<file path="config.mk">
export PLATFORM = sky130hd
export DESIGN_NAME = glyph_atlas_shelf_packer
export DESIGN_NICKNAME = d
export VERILOG_FILES = /design/src/design/gasp_pkg.sv /design/src/design/gasp_ram.sv /design/src/design/gasp_ctrl.sv /design/src/design/gasp_datapath.sv /design/src/design/glyph_atlas_shelf_packer.sv
export SDC_FILE = /design/constraint.sdc
export NUM_CORES = 1
export LEC_CHECK = 0
export ABC_AREA = 1
export CORE_UTILIZATION = 35
export CTS_BUF_LIST = sky130_fd_sc_hd__clkbuf_8
export DETAILED_ROUTE_END_ITERATION = 10
export DONT_BUFFER_PORTS = 1
export PLACE_DENSITY = 0.51
export SLEW_MARGIN = 25
export SYNTH_ARGS = -nofsm -noshare
export SYNTH_HDL_FRONTEND = slang
export SYNTH_HIERARCHICAL = 1
export SYNTH_SLANG_ARGS = --single-unit
</file>
<file path="constraint.sdc">
create_clock -name clk -period 12.05 [get_ports clk]
set_input_delay 1.8075 -clock clk [delete_from_list [all_inputs] [get_ports clk]]
set_output_delay 1.8075 -clock clk [all_outputs]
set_load 0.01 [all_outputs]
</file>
<file path="src/design/gasp_pkg.sv">
package gasp_pkg;

    // Page count and the widths that follow from it
    localparam int MAX_PAGES  = 8;
    localparam int PAGE_IDX_W = (MAX_PAGES > 1) ? $clog2(MAX_PAGES) : 1;
    localparam int PAGE_CNT_W = $clog2(MAX_PAGES + 1);

    // Fixed field widths
    localparam int DIM_W      = 13;
    localparam int RECT_W     = 12;
    localparam int PAGE_OUT_W = 3;
    localparam int SUM_W      = DIM_W + 1;
    localparam int CFG_IDX_W  = 1;

    localparam logic [DIM_W-1:0] ATLAS_RESET_SIZE = 13'd256;

    // Configuration register indexes
    localparam logic [CFG_IDX_W-1:0] REG_ATLAS_WIDTH  = 1'b0;
    localparam logic [CFG_IDX_W-1:0] REG_ATLAS_HEIGHT = 1'b1;

    // Per-page shelf record held in the page memory
    typedef struct packed {
        logic [DIM_W-1:0] cursor_x;
        logic [DIM_W-1:0] shelf_top;
        logic [DIM_W-1:0] shelf_bottom;
    } shelf_t;

    localparam int SHELF_W = $bits(shelf_t);

    // Commands from the controller to the datapath
    typedef struct packed {
        logic load_item;
        logic next_page;
        logic eval_wrap;
        logic mark_full;
        logic open_page;
        logic calc_place;
        logic commit;
        logic load_no_space;
    } ctrl_cmd_t;

    // Status from the datapath to the controller
    typedef struct packed {
        logic scan_done;
        logic page_is_full;
        logic fits;
        logic all_used;
    } dp_status_t;

endpackage

</file>
<file path="src/design/gasp_ram.sv">
module gasp_ram #(
    parameter int WIDTH  = 8,
    parameter int DEPTH  = 8,
    parameter int ADDR_W = (DEPTH > 1) ? $clog2(DEPTH) : 1
) (
    input  logic              clk,
    input  logic              wr_en,
    input  logic [ADDR_W-1:0] wr_addr,
    input  logic [WIDTH-1:0]  wr_data,
    input  logic [ADDR_W-1:0] rd_addr,
    output logic [WIDTH-1:0]  rd_data
);

    logic [WIDTH-1:0] mem [DEPTH];
    logic [WIDTH-1:0] rd_data_reg;

    // Write one entry, read one entry into the output register
    always_ff @(posedge clk)
    begin
        if (wr_en)
        begin
            mem[wr_addr] <= wr_data;
        end
        rd_data_reg <= mem[rd_addr];
    end

    assign rd_data = rd_data_reg;

endmodule

</file>
<file path="src/design/gasp_ctrl.sv">
module gasp_ctrl import gasp_pkg::*; (
    input  logic       clk,
    input  logic       rst_n,
    input  logic       in_valid,
    output logic       in_ready,
    output logic       out_valid,
    input  logic       out_ready,
    input  dp_status_t status,
    output ctrl_cmd_t  cmd
);

    typedef enum logic [7:0] {
        S_IDLE     = 8'b0000_0001,
        S_SCAN     = 8'b0000_0010,
        S_READ     = 8'b0000_0100,
        S_FIT      = 8'b0000_1000,
        S_OPEN     = 8'b0001_0000,
        S_PLACE    = 8'b0010_0000,
        S_COMMIT   = 8'b0100_0000,
        S_NO_SPACE = 8'b1000_0000
    } state_t;

    state_t state_reg;
    state_t state_next;
    logic   out_valid_reg;
    logic   out_valid_next;
    logic   out_busy;

    // Output register is free when empty or being taken this cycle
    assign out_busy = out_valid_reg && !out_ready;

    always_comb
    begin
        state_next     = state_reg;
        cmd            = '0;
        in_ready       = 1'b0;
        out_valid_next = out_valid_reg && !out_ready;
        unique case (state_reg)
            S_IDLE:
            begin
                in_ready = 1'b1;
                if (in_valid)
                begin
                    cmd.load_item = 1'b1;
                    state_next    = S_SCAN;
                end
            end
            S_SCAN:
            begin
                if (status.scan_done)
                begin
                    state_next = S_OPEN;
                end
                else if (status.page_is_full)
                begin
                    cmd.next_page = 1'b1;
                end
                else
                begin
                    state_next = S_READ;
                end
            end
            S_READ:
            begin
                cmd.eval_wrap = 1'b1;
                state_next    = S_FIT;
            end
            S_FIT:
            begin
                if (status.fits)
                begin
                    state_next = S_PLACE;
                end
                else
                begin
                    cmd.mark_full = 1'b1;
                    state_next    = S_SCAN;
                end
            end
            S_OPEN:
            begin
                if (status.all_used)
                begin
                    state_next = S_NO_SPACE;
                end
                else
                begin
                    cmd.open_page = 1'b1;
                    state_next    = S_PLACE;
                end
            end
            S_PLACE:
            begin
                cmd.calc_place = 1'b1;
                state_next     = S_COMMIT;
            end
            S_COMMIT:
            begin
                // Hold until the output register can take the result
                if (!out_busy)
                begin
                    cmd.commit     = 1'b1;
                    out_valid_next = 1'b1;
                    state_next     = S_IDLE;
                end
            end
            S_NO_SPACE:
            begin
                if (!out_busy)
                begin
                    cmd.load_no_space = 1'b1;
                    out_valid_next    = 1'b1;
                    state_next        = S_IDLE;
                end
            end
            default:
            begin
                state_next = S_IDLE;
            end
        endcase
    end

    always_ff @(posedge clk or negedge rst_n)
    begin
        if (!rst_n)
        begin
            state_reg     <= S_IDLE;
            out_valid_reg <= 1'b0;
        end
        else
        begin
            state_reg     <= state_next;
            out_valid_reg <= out_valid_next;
        end
    end

    assign out_valid = out_valid_reg;

endmodule

</file>
<file path="src/design/gasp_datapath.sv">
module gasp_datapath import gasp_pkg::*; (
    input  logic                  clk,
    input  logic                  rst_n,
    input  ctrl_cmd_t             cmd,
    output dp_status_t            status,
    input  logic                  cfg_write_en,
    input  logic [CFG_IDX_W-1:0]  cfg_index,
    input  logic [DIM_W-1:0]      cfg_data,
    input  logic [RECT_W-1:0]     rect_width,
    input  logic [RECT_W-1:0]     rect_height,
    output logic [PAGE_OUT_W-1:0] page_index,
    output logic [DIM_W-1:0]      place_x,
    output logic [DIM_W-1:0]      place_y,
    output logic                  opened_page,
    output logic                  no_space
);

    // Configuration
    logic [DIM_W-1:0] atlas_width_reg;
    logic [DIM_W-1:0] atlas_height_reg;

    // Request and scan state
    logic [RECT_W-1:0]     w_reg;
    logic [RECT_W-1:0]     h_reg;
    logic [PAGE_CNT_W-1:0] page_reg;
    logic [PAGE_CNT_W-1:0] used_reg;
    logic [MAX_PAGES-1:0]  full_reg;
    logic [DIM_W-1:0]      cur_reg;
    logic [DIM_W-1:0]      top_reg;
    logic [DIM_W-1:0]      bot_reg;
    logic [DIM_W-1:0]      px_reg;
    logic [DIM_W-1:0]      py_reg;
    logic                  opened_reg;

    // Result register
    logic [PAGE_OUT_W-1:0] page_index_reg;
    logic [DIM_W-1:0]      place_x_reg;
    logic [DIM_W-1:0]      place_y_reg;
    logic                  opened_page_reg;
    logic                  no_space_reg;

    logic [PAGE_IDX_W-1:0] page_idx;
    logic [PAGE_IDX_W-1:0] used_idx;
    logic [PAGE_IDX_W+PAGE_OUT_W-1:0] page_ext;
    shelf_t                rd_shelf;
    shelf_t                wr_shelf;
    logic                  wr_en;
    logic [SUM_W-1:0]      wrap_sum;
    logic                  wrap;
    logic [SUM_W-1:0]      fit_sum;
    logic [SUM_W-1:0]      bot_sum;
    logic [DIM_W-1:0]      new_bot;
    logic [SUM_W-1:0]      cur_sum;

    assign page_idx = page_reg[PAGE_IDX_W-1:0];
    assign used_idx = used_reg[PAGE_IDX_W-1:0];
    assign page_ext = {{PAGE_OUT_W{1'b0}}, page_idx};

    // Status back to the controller
    assign fit_sum = SUM_W'(top_reg) + SUM_W'(h_reg) + SUM_W'(1);
    assign status.scan_done    = (page_reg == used_reg);
    assign status.page_is_full = full_reg[page_idx];
    assign status.fits         = (fit_sum < SUM_W'(atlas_height_reg));
    assign status.all_used     = (used_reg == PAGE_CNT_W'(MAX_PAGES));

    // Wrap test on the record just read
    assign wrap_sum = SUM_W'(rd_shelf.cursor_x) + SUM_W'(w_reg) + SUM_W'(1);
    assign wrap     = (wrap_sum > SUM_W'(atlas_width_reg));

    // Placement update: lower shelf bottom, advance cursor
    assign bot_sum = SUM_W'(py_reg) + SUM_W'(h_reg);
    assign new_bot = (SUM_W'(bot_reg) < bot_sum) ? bot_sum[DIM_W-1:0] : bot_reg;
    assign cur_sum = SUM_W'(px_reg) + SUM_W'(w_reg);

    // Write back the record on a full mark or a placement
    always_comb
    begin
        wr_en                 = cmd.mark_full || cmd.commit;
        wr_shelf.cursor_x     = cur_reg;
        wr_shelf.shelf_top    = top_reg;
        wr_shelf.shelf_bottom = bot_reg;
        if (cmd.commit)
        begin
            wr_shelf.cursor_x     = cur_sum[DIM_W-1:0];
            wr_shelf.shelf_bottom = new_bot;
        end
    end

    gasp_ram #(
        .WIDTH  (SHELF_W),
        .DEPTH  (MAX_PAGES),
        .ADDR_W (PAGE_IDX_W)
    ) u_shelf_ram (
        .clk     (clk),
        .wr_en   (wr_en),
        .wr_addr (page_idx),
        .wr_data (wr_shelf),
        .rd_addr (page_idx),
        .rd_data (rd_shelf)
    );

    // Control state: configuration, page pointer, page count, full flags
    always_ff @(posedge clk or negedge rst_n)
    begin
        if (!rst_n)
        begin
            atlas_width_reg  <= ATLAS_RESET_SIZE;
            atlas_height_reg <= ATLAS_RESET_SIZE;
            page_reg         <= '0;
            used_reg         <= '0;
            full_reg         <= '0;
        end
        else
        begin
            if (cfg_write_en)
            begin
                unique case (cfg_index)
                    REG_ATLAS_WIDTH:  atlas_width_reg  <= cfg_data;
                    REG_ATLAS_HEIGHT: atlas_height_reg <= cfg_data;
                    default:          ;
                endcase
            end
            if (cmd.load_item)
            begin
                page_reg <= '0;
            end
            if (cmd.next_page)
            begin
                page_reg <= page_reg + PAGE_CNT_W'(1);
            end
            if (cmd.mark_full)
            begin
                full_reg[page_idx] <= 1'b1;
                page_reg           <= page_reg + PAGE_CNT_W'(1);
            end
            if (cmd.open_page)
            begin
                full_reg[used_idx] <= 1'b0;
                page_reg           <= used_reg;
                used_reg           <= used_reg + PAGE_CNT_W'(1);
            end
        end
    end

    // Working registers of the current request
    always_ff @(posedge clk)
    begin
        if (cmd.load_item)
        begin
            w_reg      <= rect_width;
            h_reg      <= rect_height;
            opened_reg <= 1'b0;
        end
        if (cmd.eval_wrap)
        begin
            cur_reg <= wrap ? '0 : rd_shelf.cursor_x;
            top_reg <= wrap ? rd_shelf.shelf_bottom : rd_shelf.shelf_top;
            bot_reg <= rd_shelf.shelf_bottom;
        end
        if (cmd.open_page)
        begin
            cur_reg    <= '0;
            top_reg    <= '0;
            bot_reg    <= '0;
            opened_reg <= 1'b1;
        end
        if (cmd.calc_place)
        begin
            px_reg <= cur_reg + DIM_W'(1);
            py_reg <= top_reg + DIM_W'(1);
        end
        if (cmd.commit)
        begin
            page_index_reg  <= page_ext[PAGE_OUT_W-1:0];
            place_x_reg     <= px_reg;
            place_y_reg     <= py_reg;
            opened_page_reg <= opened_reg;
            no_space_reg    <= 1'b0;
        end
        if (cmd.load_no_space)
        begin
            page_index_reg  <= '0;
            place_x_reg     <= '0;
            place_y_reg     <= '0;
            opened_page_reg <= 1'b0;
            no_space_reg    <= 1'b1;
        end
    end

    assign page_index  = page_index_reg;
    assign place_x     = place_x_reg;
    assign place_y     = place_y_reg;
    assign opened_page = opened_page_reg;
    assign no_space    = no_space_reg;

endmodule

</file>
<file path="src/design/glyph_atlas_shelf_packer.sv">
// Shelf packer for glyph atlas pages.
// Input channel (in_valid/in_ready) carries one request: rect_width, rect_height.
// Output channel (out_valid/out_ready) returns one result per request:
// page_index, place_x, place_y, opened_page, no_space.
// Configuration: cfg_write_en with cfg_index 0 sets atlas_width, 1 sets
// atlas_height; write only while no request is in flight.
// Each request scans the used pages in order: a page flagged full is
// skipped, and an open page has its shelf record read and checked, and is
// flagged full if the rectangle does not fit. The rectangle is then placed on
// the first page that fits, or a new page is opened, or no space is reported.
// The pages are visited one at a time through a shelf record memory with one
// write port and one registered read port. A new request is accepted in the
// cycle after the previous result is loaded, and not while one is in work.
// The result sits in an output register; if the receiver stalls, the next
// request is still accepted and scanned, and its placement waits until the
// pending result is taken.
// Reset clears the page count, page-full flags and the result valid, and sets
// both atlas dimensions to 256; page records are rebuilt when a page opens.
module glyph_atlas_shelf_packer import gasp_pkg::*; (
    input  logic                  clk,
    input  logic                  rst_n,
    input  logic                  in_valid,
    output logic                  in_ready,
    input  logic [RECT_W-1:0]     rect_width,
    input  logic [RECT_W-1:0]     rect_height,
    output logic                  out_valid,
    input  logic                  out_ready,
    output logic [PAGE_OUT_W-1:0] page_index,
    output logic [DIM_W-1:0]      place_x,
    output logic [DIM_W-1:0]      place_y,
    output logic                  opened_page,
    output logic                  no_space,
    input  logic                  cfg_write_en,
    input  logic [CFG_IDX_W-1:0]  cfg_index,
    input  logic [DIM_W-1:0]      cfg_data
);

    ctrl_cmd_t  cmd;
    dp_status_t status;

    gasp_ctrl u_ctrl (
        .clk       (clk),
        .rst_n     (rst_n),
        .in_valid  (in_valid),
        .in_ready  (in_ready),
        .out_valid (out_valid),
        .out_ready (out_ready),
        .status    (status),
        .cmd       (cmd)
    );

    gasp_datapath u_datapath (
        .clk          (clk),
        .rst_n        (rst_n),
        .cmd          (cmd),
        .status       (status),
        .cfg_write_en (cfg_write_en),
        .cfg_index    (cfg_index),
        .cfg_data     (cfg_data),
        .rect_width   (rect_width),
        .rect_height  (rect_height),
        .page_index   (page_index),
        .place_x      (place_x),
        .place_y      (place_y),
        .opened_page  (opened_page),
        .no_space     (no_space)
    );

endmodule

</file>
; Word level (Yosys, flattened, before mapping)
; Memories as Yosys holds them, arrays and structs flattened. A register that Yosys moved wholly into a read port is not among the register bits.
; Cells that the tools add are included.
[word_totals]
ff_bits = 172
mem_bits_rw = 312
in_bits = 43
out_inout_bits = 33
word_cells = 107
mem_count = 1
[op_classes]
add_sub_neg = 10
order_cmp = 7
n_eq_ne = 13
muxes = 42
n_bitwise = 4
n_reduce_logical = 10
[mem_list]
columns = memory, depth, word_bits, read_ports, rd_clocked_by_memory_dff, write_ports, line
row1 = u_datapath.u_shelf_ram.mem, 8, 39, 1, 1, 1, gasp_ram.sv:14  ; logic [WIDTH-1:0] mem [DEPTH];
[op_table]
columns = operator, n
row1 = 2-to-1 mux 13 bit, 5
row2 = 2-to-1 mux 8 bit, 7
row3 = one-hot mux 8 bit (7 select lines), 1
row4 = adder 13 x 12 -> 14 bit, 3
row5 = adder 14 x 1 -> 14 bit (second input constant), 2
row6 = adder 13 x 1 -> 13 bit (second input constant), 2
row7 = 2-to-1 mux 1 bit, 21
row8 = 2-to-1 mux 4 bit, 4
row9 = greater-than comparator 14 x 13 -> 1 bit, 1
row10 = less-than comparator 13 x 14 -> 1 bit, 1
row11 = less-than comparator 14 x 13 -> 1 bit, 1
row12 = adder 13 x 12 -> 13 bit, 1
row13 = adder 4 x 1 -> 4 bit (second input constant), 2
row14 = AND 8 bit, 1
row15 = == test 8 x 1 -> 1 bit (second input constant), 1
row16 = == test 8 x 2 -> 1 bit (second input constant), 1
row17 = == test 8 x 3 -> 1 bit (second input constant), 1
row18 = == test 8 x 4 -> 1 bit (second input constant), 1
row19 = == test 8 x 5 -> 1 bit (second input constant), 1
row20 = == test 8 x 6 -> 1 bit (second input constant), 1
row21 = == test 8 x 7 -> 1 bit (second input constant), 1
row22 = == test 8 bit (second input constant), 1
row23 = less-than comparator 3 x 4 -> 1 bit (second input constant), 2
row24 = NOT 8 bit, 1
row25 = other kinds (17), 23

; Depth between registers and ports, before layout
; Gate-level depths: netlist of the first run.
[depth]
depth_word = 8
mapped_depth = 26
mapped_depth_nobuf = 26

; By module
; Netlist of the first run, hierarchy kept.
[by_module_without_submodules]
columns = mod, n_inst, cells_each, area_per_inst_um2, seq_area_each_um2
row1 = gasp_ram, 1, 1405, 14371.3, 10149.7
row2 = gasp_datapath, 1, 1227, 9869.5, 3976.3
row3 = gasp_ctrl, 1, 93, 589.3, 226.5

; Least setup slack after synthesis of the first run
; No wires, ideal clock.
[synth_timing]
path_type = flip-flop to flip-flop
from = reg u_datapath.top_reg[0]
to = mem u_datapath/u_shelf_ram/mem[1][0] (netlist bit), enable pin
setup_time_ns = 0.436
arrival_ns = 4.419
required_ns = 11.614
path_slack_ns = 7.195
path_stages_with_launch = 27
n_path_buf = 0
period_less_slack_ns = 4.855
cell_sequence = dfxtp_1 > inv_1 > ha_1 > inv_1 > fa_1 > nand3_1 > nand2_1 > a21oi_1 > nor2_1 > nor2_1 > xor2_1 > inv_1 > ha_1 > nand2_1 > nor2_1 > nand2_1 > nand2_1 > nand3_1 > nand2_1 > a21oi_1 > inv_1 > nand2_1 > inv_1 > inv_1 > nand2_1 > nand2_1 > nor2_1
[synth_rtl]
columns = item, line
row1 = start: declaration, gasp_datapath.sv:29  ; logic [DIM_W-1:0] top_reg;
row2 = start signal: assignment, gasp_datapath.sv:157  ; top_reg <= wrap ? rd_shelf.shelf_bottom : rd_shelf.shelf_top;
row3 = end: declaration, gasp_ram.sv:14

==> impl_metrics.csv, run 1 <==
group,metric,value,unit
detailed_routing,drc,0,
clocking,cts_buffers,85,
logic_synthesis,synth-seq-area-share,0.578,
clocking,clk_latency,0.67,ns
global_route,grt_max_degree,80,
timing,min_period_over_period,0.400,
global_route,antenna_found_initial,3,
setup_path,crit_top_cell,"nand2_1",
logic_synthesis,syn_area,24800,sq um
timing,fin_crit,4.82,ns
power,seqPwrFrac,0.392,
floorplanning,die_w,268,microns
place,port_buffers,0,
detailed_routing,drt_iter0_drc,1212,
layout,syn_to_final_growth,11.1,%
floorplanning,rows,97,
logic_synthesis,yosys.area.top_type,"edfxtp_1",
detailed_routing,finalWirelength,65900,microns
timing,finClkSkew,0.0296,ns
logic_synthesis,synth_edf_count,362,
power,power_frac_comb,0.370,
setup_path,critPathMaxFanout,26,
clocking,clk_pin_slew,0.06,ns
detailed_routing,dr_total_vias,17700,
power,internal_power,0.00387,W
logic_synthesis,yosys_warnings,6,
clocking,htree_num_levels,3,
logic_synthesis,yosys-top-cells-area,"edfxtp_1 (44%), nand2_1 (12%), dfxtp_1 (8.9%)",
power,clkPwrFrac,0.238,
detailed_routing,vias_per_cell,4.72,
setup_path,cp.required,12.35,ns
run_status,outcome,"finished clean",
setup_path,startpoint_type,"flop",
timing,maxSlewViolCount,0,
logic_synthesis,yosysMostFrequentCell,"nand2_1",
power,swShare,0.405,
timing,finalHoldViolCount,0,
timing,finalSetupViolations,0,
timing,maxSlewHeadroom,0.274,
timing,grt_setup_unrepaired,"no",
detailed_routing,antenna_left,0,
timing,setup_slack,7.23,ns
floorplanning,start_util,0.354,
global_route,globalRouteOverflowTotal,0,
power,total_power,0.00650,W
logic_synthesis,ys_top_cells_by_count,"nand2_1 (769), inv_1 (487), edfxtp_1 (362)",
place,post-place-ws,7.25,ns
layout,post_route_cells_drive_above_1_share,0.0710,
clocking,cts_root_buf,"clkbuf_8",
power,p_switching,0.00263,W
detailed_routing,wire_per_inst,17.5,microns
logic_synthesis,async_reset_ff_frac,0.0975,
setup_path,slowest_stage,"buf_4",
timing,tightestPinTransition,1.09,ns
clocking,cts_tree,"done",
global_route,grt_pass1_wl,101000,microns
min_path,min_path_type,"reg2reg",
logic_synthesis,syn_area_per_cell,9.11,sq um
place,hpwl,42200,microns
power,p_leak,12.7,nW
clocking,cts_max_path_buffers,3,
logic_synthesis,ys.flop_type,"edfxtp_1",
clocking,holdBufCountCts,0,
setup_path,crit_arrival,5.12,ns
layout,fin_util,0.393,
setup_path,path_class,"reg2reg",
global_route,first_global_vias,17300,
logic_synthesis,ys_types,48,
floorplanning,ioPinCount,76,
logic_synthesis,yosysTopAreaCellShare,0.438,
clocking,post_cts_buffers,0,
layout,largest_register_ffs,312,
floorplanning,fp.dieArea,72000,sq um
power,power.density,236,nW/um^2
clocking,cts_resized,0,
global_route,grt_util_all_layers,0.186,
setup_path,r2r_start,"u_datapath/top_reg[0]$_SDFFE_PP0P_",
clocking,clock_sinks,523,
setup_path,crit_path_start,"u_datapath/top_reg[0]$_SDFFE_PP0P_",
layout,fin_nets,2883,
power,ir_worst_vdd,116,uV
min_path,hp-start,"u_datapath/opened_reg$_SDFFE_PP1P_",
floorplanning,coreArea,70100,sq um
logic_synthesis,syn_inst,2725,
run,drv_cap,0,
setup_path,critPathMaxStageDelay,0.50,ns
timing,fin_tns_setup,0,ns
setup_path,critPathCaptureType,"flop",
detailed_routing,first_pass_iters,5,
logic_synthesis,syn_nets,2862,
logic_synthesis,synth-seq-cells,523,
timing,fmax,207,MHz
floorplanning,die_h,268,microns
place,routabilityCongestion,0.840,
## routing by layer
layer	GRT usage	wire length [microns]
met2	0.301	30300
met5	0	22
met4	0.0676	1620
met3	0.0328	3540
met1	0.248	30400
## power by group through the flow
stage          sequential [W]  clock, W  combinational, W
6_report              0.00255   0.00155           0.00240
5_1_grt               0.00258   0.00166           0.00271
4_1_cts               0.00255   0.00159           0.00241
3_5_place_dp          0.00258         0           0.00239
3_3_place_gp          0.00259         0           0.00237
2_1_floorplan         0.00246         0           0.00172
## stage by stage
| step | hold slack, ns | std cells | instance area (sq um) |
|---|---|---|---|
| after floorplan | 0.429 | 2725 | 24800 |
| after global placement | 0.440 | 3599 | 25900 |
| after detailed placement | 0.449 | 3599 | 25900 |
| after CTS | 0.448 | 3757 | 27600 |
| after global routing | 0.471 | 3758 | 27600 |
| final | 0.450 | 3758 | 27600 |
## placed cells by master, fill, tap and decap left out, drive strengths merged, types with 17 or more instances in the layout
| cell type | count |
|---|---|
| a21oi | 119 |
| buf | 32 |
| clkbuf | 98 |
| dfrtp | 48 |
| dfxtp | 110 |
| edfxtp | 362 |
| ha | 90 |
| inv | 530 |
| nand2 | 782 |
| nand3 | 229 |
| nand4 | 21 |
| nor2 | 136 |
| o21ai | 108 |
| xnor2 | 17 |
| xor2 | 48 |
## cells by family after synthesis
| family | synth area share |
|---|---|
| and+or+nand+nor | 0.203 |
| adders and majority gates | 0.0486 |
| DFF | 0.578 |
| AOI/OAI and AO/OA | 0.0543 |
| buffers and inverters | 0.0933 |
| xor gates and xnor gates | 0.0229 |
## worst max-delay path: cells and delay by family, from the launching register on
kind / cells / cell delay, ns
fa+ha+maj: 3 / 0.86
buf+inv: 7 / 1.05
simple gates: 14 / 1.61
flops: 1 / 0.45
xor+xnor: 1 / 0.18
compound gates: 2 / 0.26
## final cells by class
class,instances,area [sq um]
Multi-Input combinational cell,1612,8250
Timing Repair Buffer,32,240
Fill cell,7049,42600
Antenna cell,1,2.50
Inverter,492,1850
Clock inverter,60,362
Clock buffer,98,1350
Sequential cell,523,14400
Tap cell,940,1180
## path summary, 6_finish.rpt
check,to,slack [ns],cells past startpoint
max reg2reg,u_datapath/u_shelf_ram/mem[4][32]$_DFFE_PP_,7.23,27
min reg2reg,u_datapath/opened_page$_SDFFE_PP0P_,0.45,2
min in group asynchronous,u_datapath/atlas_height_reg[11]$_DFFE_PN0P_,0.83,0
max in group asynchronous,u_ctrl/state_reg[0]$_DFFE_PN1P_,11.02,0
min,u_datapath/opened_page$_SDFFE_PP0P_,0.45,2
max,u_datapath/u_shelf_ram/mem[4][32]$_DFFE_PP_,7.23,27
Power figures use the tool's default switching activity.
==> run 2, diff against run 1 <==
==> constraint.sdc (replaced) <==
create_clock -name clk -period 4.84 [get_ports clk]
set_input_delay 0.726 -clock clk [delete_from_list [all_inputs] [get_ports clk]]
set_output_delay 0.726 -clock clk [all_outputs]
set_load 0.01 [all_outputs]
==> run 2 against run 1 <==
  * Global-route usage down 0.057 points
  * Via count up 1.2%
  * Register-to-register slack worse by 6.9 ns
  * Setup slack worse by 6.9 ns
  * Sequential share of layout area down 0.61 points
  * Critical endpoint is now u_datapath/u_shelf_ram/mem[3][36]$_DFFE_PP_
  * Highest routed layer unchanged
  * Sequential power up 140%
  * Non-clock buffer count up 22
  * Power rose to 2.5 times the previous value
  * Worst hold slack worse by 0.31 ns
  * Largest cell class unchanged
  * Flip-flop and latch count unchanged
  * Combinational power rose to 2.6 times the previous value
==> impl_metrics.csv, run 2 (synthesis gave the netlist of run 1 again) <==
group,metric,value,unit
floorplanning,ioPinCount,76,
global_route,grt_use_met1,0.249,
layout,ff_latch_area,14400,sq um
place,port_buffers,0,
layout,post_route_cells_drive_above_1_share,0.0793,
clocking,clock_sinks,523,
floorplanning,start_util,0.354,
layout,mostFrequentLayoutCells,"nand2_1 (769), inv_1 (508), edfxtp_1 (362)",
timing,fin_crit,4.52,ns
detailed_routing,drt_iter0_drc,1171,
layout,syn_to_final_growth,12.4,%
clocking,cts_resized,0,
global_route,antenna_found_initial,7,
clocking,cts_tree,"done",
power,power.density,590,nW/um^2
detailed_routing,wire_per_inst,17.4,microns
layout,n_fill_cell,7074,
detailed_routing,antenna_left,0,
setup_path,r2r_start,"u_datapath/h_reg[0]$_DFFE_PP_",
timing,finalSetupViolations,0,
power,ir_worst_vdd,398,uV
setup_path,startpoint_type,"flop",
global_route,grt_max_degree,110,
power,p_leak,12.8,nW
setup_path,crit_path_start,"u_datapath/h_reg[0]$_DFFE_PP_",
clocking,clk_pin_slew,0.06,ns
floorplanning,rows,97,
place,post_dp_cell_area,26100,sq um
setup_path,cp.required,5.22,ns
clocking,cts_max_path_buffers,3,
layout,largest_register_ffs,312,
min_path,min_path_type,"in2reg",
clocking,cts_root_buf,"clkbuf_8",
global_route,globalRouteOverflowTotal,0,
run,drv_cap,0,
global_route,busiest_layer,"met2",
layout,fin_nets,2904,
floorplanning,fp.dieArea,72000,sq um
clocking,htree_num_levels,3,
timing,fmax,221,MHz
clocking,clk_latency,0.68,ns
global_route,grt_pass1_wl,102000,microns
setup_path,critPathMaxFanout,17,
setup_path,critPathCaptureType,"flop",
global_route,first_global_vias,17600,
min_path,holdPathStages,0,
place,hpwl,43700,microns
timing,fin_tns_setup,0,ns
layout,final_common_cell,"nand2_1",
global_route,met3_usage,0.0286,
timing,maxSlewViolCount,0,
detailed_routing,drc,0,
setup_path,r2r_cells,27,
floorplanning,coreArea,70100,sq um
layout,multiInputGateArea,8250,sq um
timing,grt_setup_unrepaired,"no",
layout,final_area,27900,sq um
timing,finalHoldViolCount,0,
clocking,cts_buffers,84,
global_route,met2_usage,0.295,
timing,tightestPinTransition,0.984,ns
setup_path,path_class,"reg2reg",
detailed_routing,vias_per_cell,4.75,
setup_path,crit_arrival,4.91,ns
timing,maxSlewHeadroom,0.344,
place,routabilityCongestion,0.869,
detailed_routing,first_pass_iters,5,
detailed_routing,dr_total_vias,17900,
min_path,hp-start,"rect_height[1]",
run_status,outcome,"finished clean",
detailed_routing,finalWirelength,65700,microns
timing,finClkSkew,0.0333,ns
global_route,grt_util_all_layers,0.185,
floorplanning,die_h,268,microns
clocking,post_cts_buffers,0,
timing,min_period_over_period,0.935,
floorplanning,die_w,268,microns
-- run 2: cell count changes in the layout (fill, tap and decap cells not counted), sizes merged --
cell and delta:
clkinvlp -1, clkinv +16, diode +2, buf +21
bufinv +2, clkbuf -5, inv -12, dlygate4sd3 +1
-- run 2: final cells by class --
class,instances,area share
Antenna cell,3,0.000269
Clock buffer,93,0.0459
Clock inverter,65,0.0165
Inverter,492,0.0662
Multi-Input combinational cell,1612,0.295
Sequential cell,523,0.514
Tap cell,940,0.0421
Timing Repair Buffer,54,0.0190
-- run 2: per-stage QoR --
step | power [W] | setup WS (ns) | hold slack (ns) | std cells | util
2_1_floorplan | 0.0104 | -0.0149 | 0.429 | 2725 | -
5_1_grt | 0.0177 | 0.107 | 0.0940 | 3782 | 0.398
3_3_place_gp | 0.0125 | 0.367 | 0.432 | 3618 | 0.372
4_1_cts | 0.0166 | 0.400 | 0.0738 | 3778 | 0.397
3_5_place_dp | 0.0125 | 0.455 | 0.432 | 3618 | 0.372
6_report | 0.0165 | 0.315 | 0.136 | 3782 | 0.398
-- run 2: timing repair --
item	in CTS	in global routing
endpoints found under the hold margin	51	0
hold buffers	2	0
setup endpoints to repair	0	0
-- run 2: critical path, cell delays in order, from the launching register on --
cell      delay, ns
edfxtp_1       0.40
inv_1          0.08
ha_1           0.20
inv_1          0.07
fa_1           0.40
nand3_1        0.10
nand2_1        0.11
a21oi_1        0.14
nor2_1         0.05
nor2_1         0.11
xor2_1         0.16
inv_1          0.06
ha_1           0.18
a21oi_1        0.14
nor2_1         0.06
a211oi_1       0.16
nand2_1        0.08
nand3_1        0.07
nand2_1        0.05
a21oi_1        0.39
inv_1          0.08
nand2_1        0.13
inv_1          0.10
inv_1          0.09
nand2_1        0.12
nand2_1        0.34
nor2_4         0.09
buf_4          0.23
-- run 2: path summary, 6_finish.rpt --
path / to / slack (ns)
worst max-delay path: u_datapath/u_shelf_ram/mem[3][36]$_DFFE_PP_ / 0.32
worst min-delay path: u_datapath/h_reg[1]$_DFFE_PP_ / 0.14
worst max register to register: u_datapath/u_shelf_ram/mem[3][36]$_DFFE_PP_ / 0.32
worst min register to register: u_datapath/opened_page$_SDFFE_PP0P_ / 0.46
max in group asynchronous: u_datapath/atlas_width_reg[8]$_DFFE_PN1P_ / 3.96
min in group asynchronous: u_datapath/atlas_height_reg[6]$_DFFE_PN0P_ / 0.58
-- run 2: per-layer routing --
layer | wire length, microns | part of all wire
met1 | 30700 | 0.47
met2 | 29900 | 0.46
met3 | 2920 | 0.044
met4 | 2220 | 0.034
met5 | 18 | 0.00027
-- run 2: report_power, final --
group	switching, W	internal, W
Sequential	0.000565	0.00568
Combinational	0.00429	0.00198
Clock	0.00184	0.00211
Total	0.00669	0.00978
==> run 3, diff against run 2 <==
--- a/config.mk
+++ b/config.mk
@@ -10,7 +10,8 @@
 export CTS_BUF_LIST = sky130_fd_sc_hd__clkbuf_8
 export DETAILED_ROUTE_END_ITERATION = 10
 export DONT_BUFFER_PORTS = 1
-export PLACE_DENSITY = 0.51
+export PLACE_DENSITY = 0.53
+export REMOVE_ABC_BUFFERS = 1
 export SLEW_MARGIN = 25
 export SYNTH_ARGS = -nofsm -noshare
 export SYNTH_HDL_FRONTEND = slang
==> constraint.sdc (replaced) <==
create_clock -name clk -period 4 [get_ports clk]
set_input_delay 0.6 -clock clk [delete_from_list [all_inputs] [get_ports clk]]
set_output_delay 0.6 -clock clk [all_outputs]
set_load 0.01 [all_outputs]
==> run 3 against run 2 <==
  * Clock-buffer cell count grew 3
  * Clock power rose by 23%
  * Maximum frequency rose by 17%
  * Final cell count is 2.5% higher
  * Die area unchanged
  * Via count rose by 3.0%
==> impl_metrics.csv, run 3 (synthesis gave the netlist of run 1 again) <==
group,metric,value,unit
power,ir_worst_vdd,393,uV
setup_path,slowest_stage,"edfxtp_1",
global_route,globalRouteOverflowTotal,0,
timing,fin_tns_setup,0,ns
setup_path,crit_path_start,"u_datapath/h_reg[0]$_DFFE_PP_",
place,port_buffers,0,
setup_path,crit_arrival,4.28,ns
min_path,hp-start,"cfg_data[1]",
detailed_routing,finalWirelength,69600,microns
timing,maxSlewHeadroom,0.314,
timing,finalSetupViolations,0,
place,hpwl,47700,microns
place,routabilityCongestion,0.852,
timing,finalHoldViolCount,0,
global_route,antenna_found_initial,2,
timing,maxSlewViolCount,0,
timing,fin_crit,3.85,ns
timing,grt_setup_unrepaired,"yes",
setup_path,cp.required,4.43,ns
setup_path,critPathMaxStageDelay,0.39,ns
detailed_routing,first_pass_iters,6,
power,clkPwrFrac,0.236,
power,p_switching,0.00827,W
power,p_leak,13.4,nW
setup_path,crit_top_cell,"inv_2",
layout,final_cells,3875,
layout,final_common_cell,"nand2_1",
timing,min_period_over_period,0.964,
layout,ff_latch_area,14400,sq um
global_route,grt_util_all_layers,0.193,
setup_path,r2r_cells,29,
floorplanning,start_util,0.354,
floorplanning,rows,97,
power,power.density,708,nW/um^2
floorplanning,die_w,268,microns
min_path,min_path_type,"in2reg",
clocking,htree_num_levels,3,
detailed_routing,drc,0,
clocking,clk_pin_slew,0.06,ns
detailed_routing,wire_per_inst,18.0,microns
layout,fin_nets,2996,
setup_path,r2r_start,"u_datapath/h_reg[0]$_DFFE_PP_",
min_path,holdPathStages,2,
detailed_routing,drt_iter0_drc,1413,
run_status,outcome,"finished clean",
setup_path,path_class,"reg2reg",
clocking,cts_max_path_buffers,3,
clocking,cts_tree,"done",
layout,fin_util,0.416,
power,swShare,0.401,
detailed_routing,antenna_left,0,
layout,multiInputGateArea,8380,sq um
clocking,cts_buffers,91,
global_route,grt_max_degree,102,
layout,n_fill_cell,6999,
layout,syn_to_final_growth,17.4,%
floorplanning,coreArea,70100,sq um
timing,hold-worst-slack,0.0987,ns
detailed_routing,vias_per_cell,4.77,
power,power_frac_comb,0.399,
place,post_dp_cell_area,26800,sq um
floorplanning,ioPinCount,76,
global_route,grt_pass1_wl,105000,microns
setup_path,critPathMaxFanout,6,
detailed_routing,dr_total_vias,18500,
layout,largest_register_ffs,312,
clocking,cts_root_buf,"clkbuf_8",
setup_path,startpoint_type,"flop",
run,drv_cap,0,
power,seqPwrFrac,0.365,
clocking,clk_latency,0.68,ns
setup_path,critPathCaptureType,"flop",
timing,fmax,259,MHz
floorplanning,die_h,268,microns
global_route,first_global_vias,18200,
place,dp.cells,3670,
layout,post_route_cells_drive_above_1_share,0.108,
power,internal_power,0.0124,W
timing,finClkSkew,0.0460,ns
layout,final_area,29200,sq um
timing,tightestPinTransition,1.02,ns
layout,mostFrequentLayoutCells,"nand2_1 (762), inv_1 (511), edfxtp_1 (362)",
floorplanning,fp.dieArea,72000,sq um
clocking,clock_sinks,523,
[run 3: what timing repair did]
item	in CTS	in global routing
pin swaps	1	16
gates resized for setup	1	41
setup endpoints to repair	134	453
gates cloned	0	5
hold buffers	26	0
hold endpoints to repair	75	0
setup buffers	1	6
[run 3: power by group through the flow]
stage | registers (W) | logic [W] | clock network [W]
floorplan | 0.00766 | 0.00478 | 0
global placement | 0.00763 | 0.00788 | 0
detailed placement | 0.00765 | 0.00796 | 0
CTS | 0.00754 | 0.00806 | 0.00499
global route | 0.00762 | 0.00923 | 0.00522
finish | 0.00754 | 0.00823 | 0.00486
[run 3: path summary, 6_finish.rpt]
kind,end,slack [ns]
max in group asynchronous,u_datapath/atlas_width_reg[8]$_DFFE_PN1P_,3.27
setup reg to reg,u_datapath/u_shelf_ram/mem[3][32]$_DFFE_PP_,0.15
hold / removal,u_datapath/atlas_height_reg[1]$_DFFE_PN0P_,0.1
hold reg to reg,u_datapath/opened_page$_SDFFE_PP0P_,0.45
setup / recovery,u_datapath/u_shelf_ram/mem[3][32]$_DFFE_PP_,0.15
min in group asynchronous,u_datapath/used_reg[3]$_DFFE_PN0P_,0.44
[run 3: critical path: cells and delay by family, from the launching register on]
kind,cells,cell delay (ns)
buffers and inverters,9,0.80
adder cells (fa/ha/maj),3,0.72
AND/OR/NAND/NOR,12,0.89
XOR/XNOR,1,0.18
flip-flops,1,0.39
AO/OA/AOI/OAI,4,0.63
[run 3: routing by layer]
layer / vias up / global-route usage / part of all wire / wire length, microns
met2: 588 / 0.303 / 0.45 / 31000
met3: 135 / 0.0320 / 0.062 / 4320
met5: - / 0 / 0 / 0
met1: 8751 / 0.272 / 0.47 / 32400
met4: 0 / 0.0608 / 0.027 / 1890
li1: 9010 / - / - / -
[run 3: metrics by stage]
stage | setup slack [ns] | total power (W)
floorplan | -1.71 | 0.0124
global placement | -0.417 | 0.0155
detailed placement | -0.161 | 0.0156
global route | -0.0850 | 0.0221
CTS | 0.0294 | 0.0206
finish | 0.146 | 0.0206
[run 3: final cells by class]
type | instances | share of cell area
antenna | 2 | 0.000172
clock inverter | 71 | 0.0164
clock buffer | 96 | 0.0453
inverter | 492 | 0.0635
multi-input combinational | 1612 | 0.288
timing repair buffer | 139 | 0.0542
sequential | 523 | 0.493
tap | 940 | 0.0403
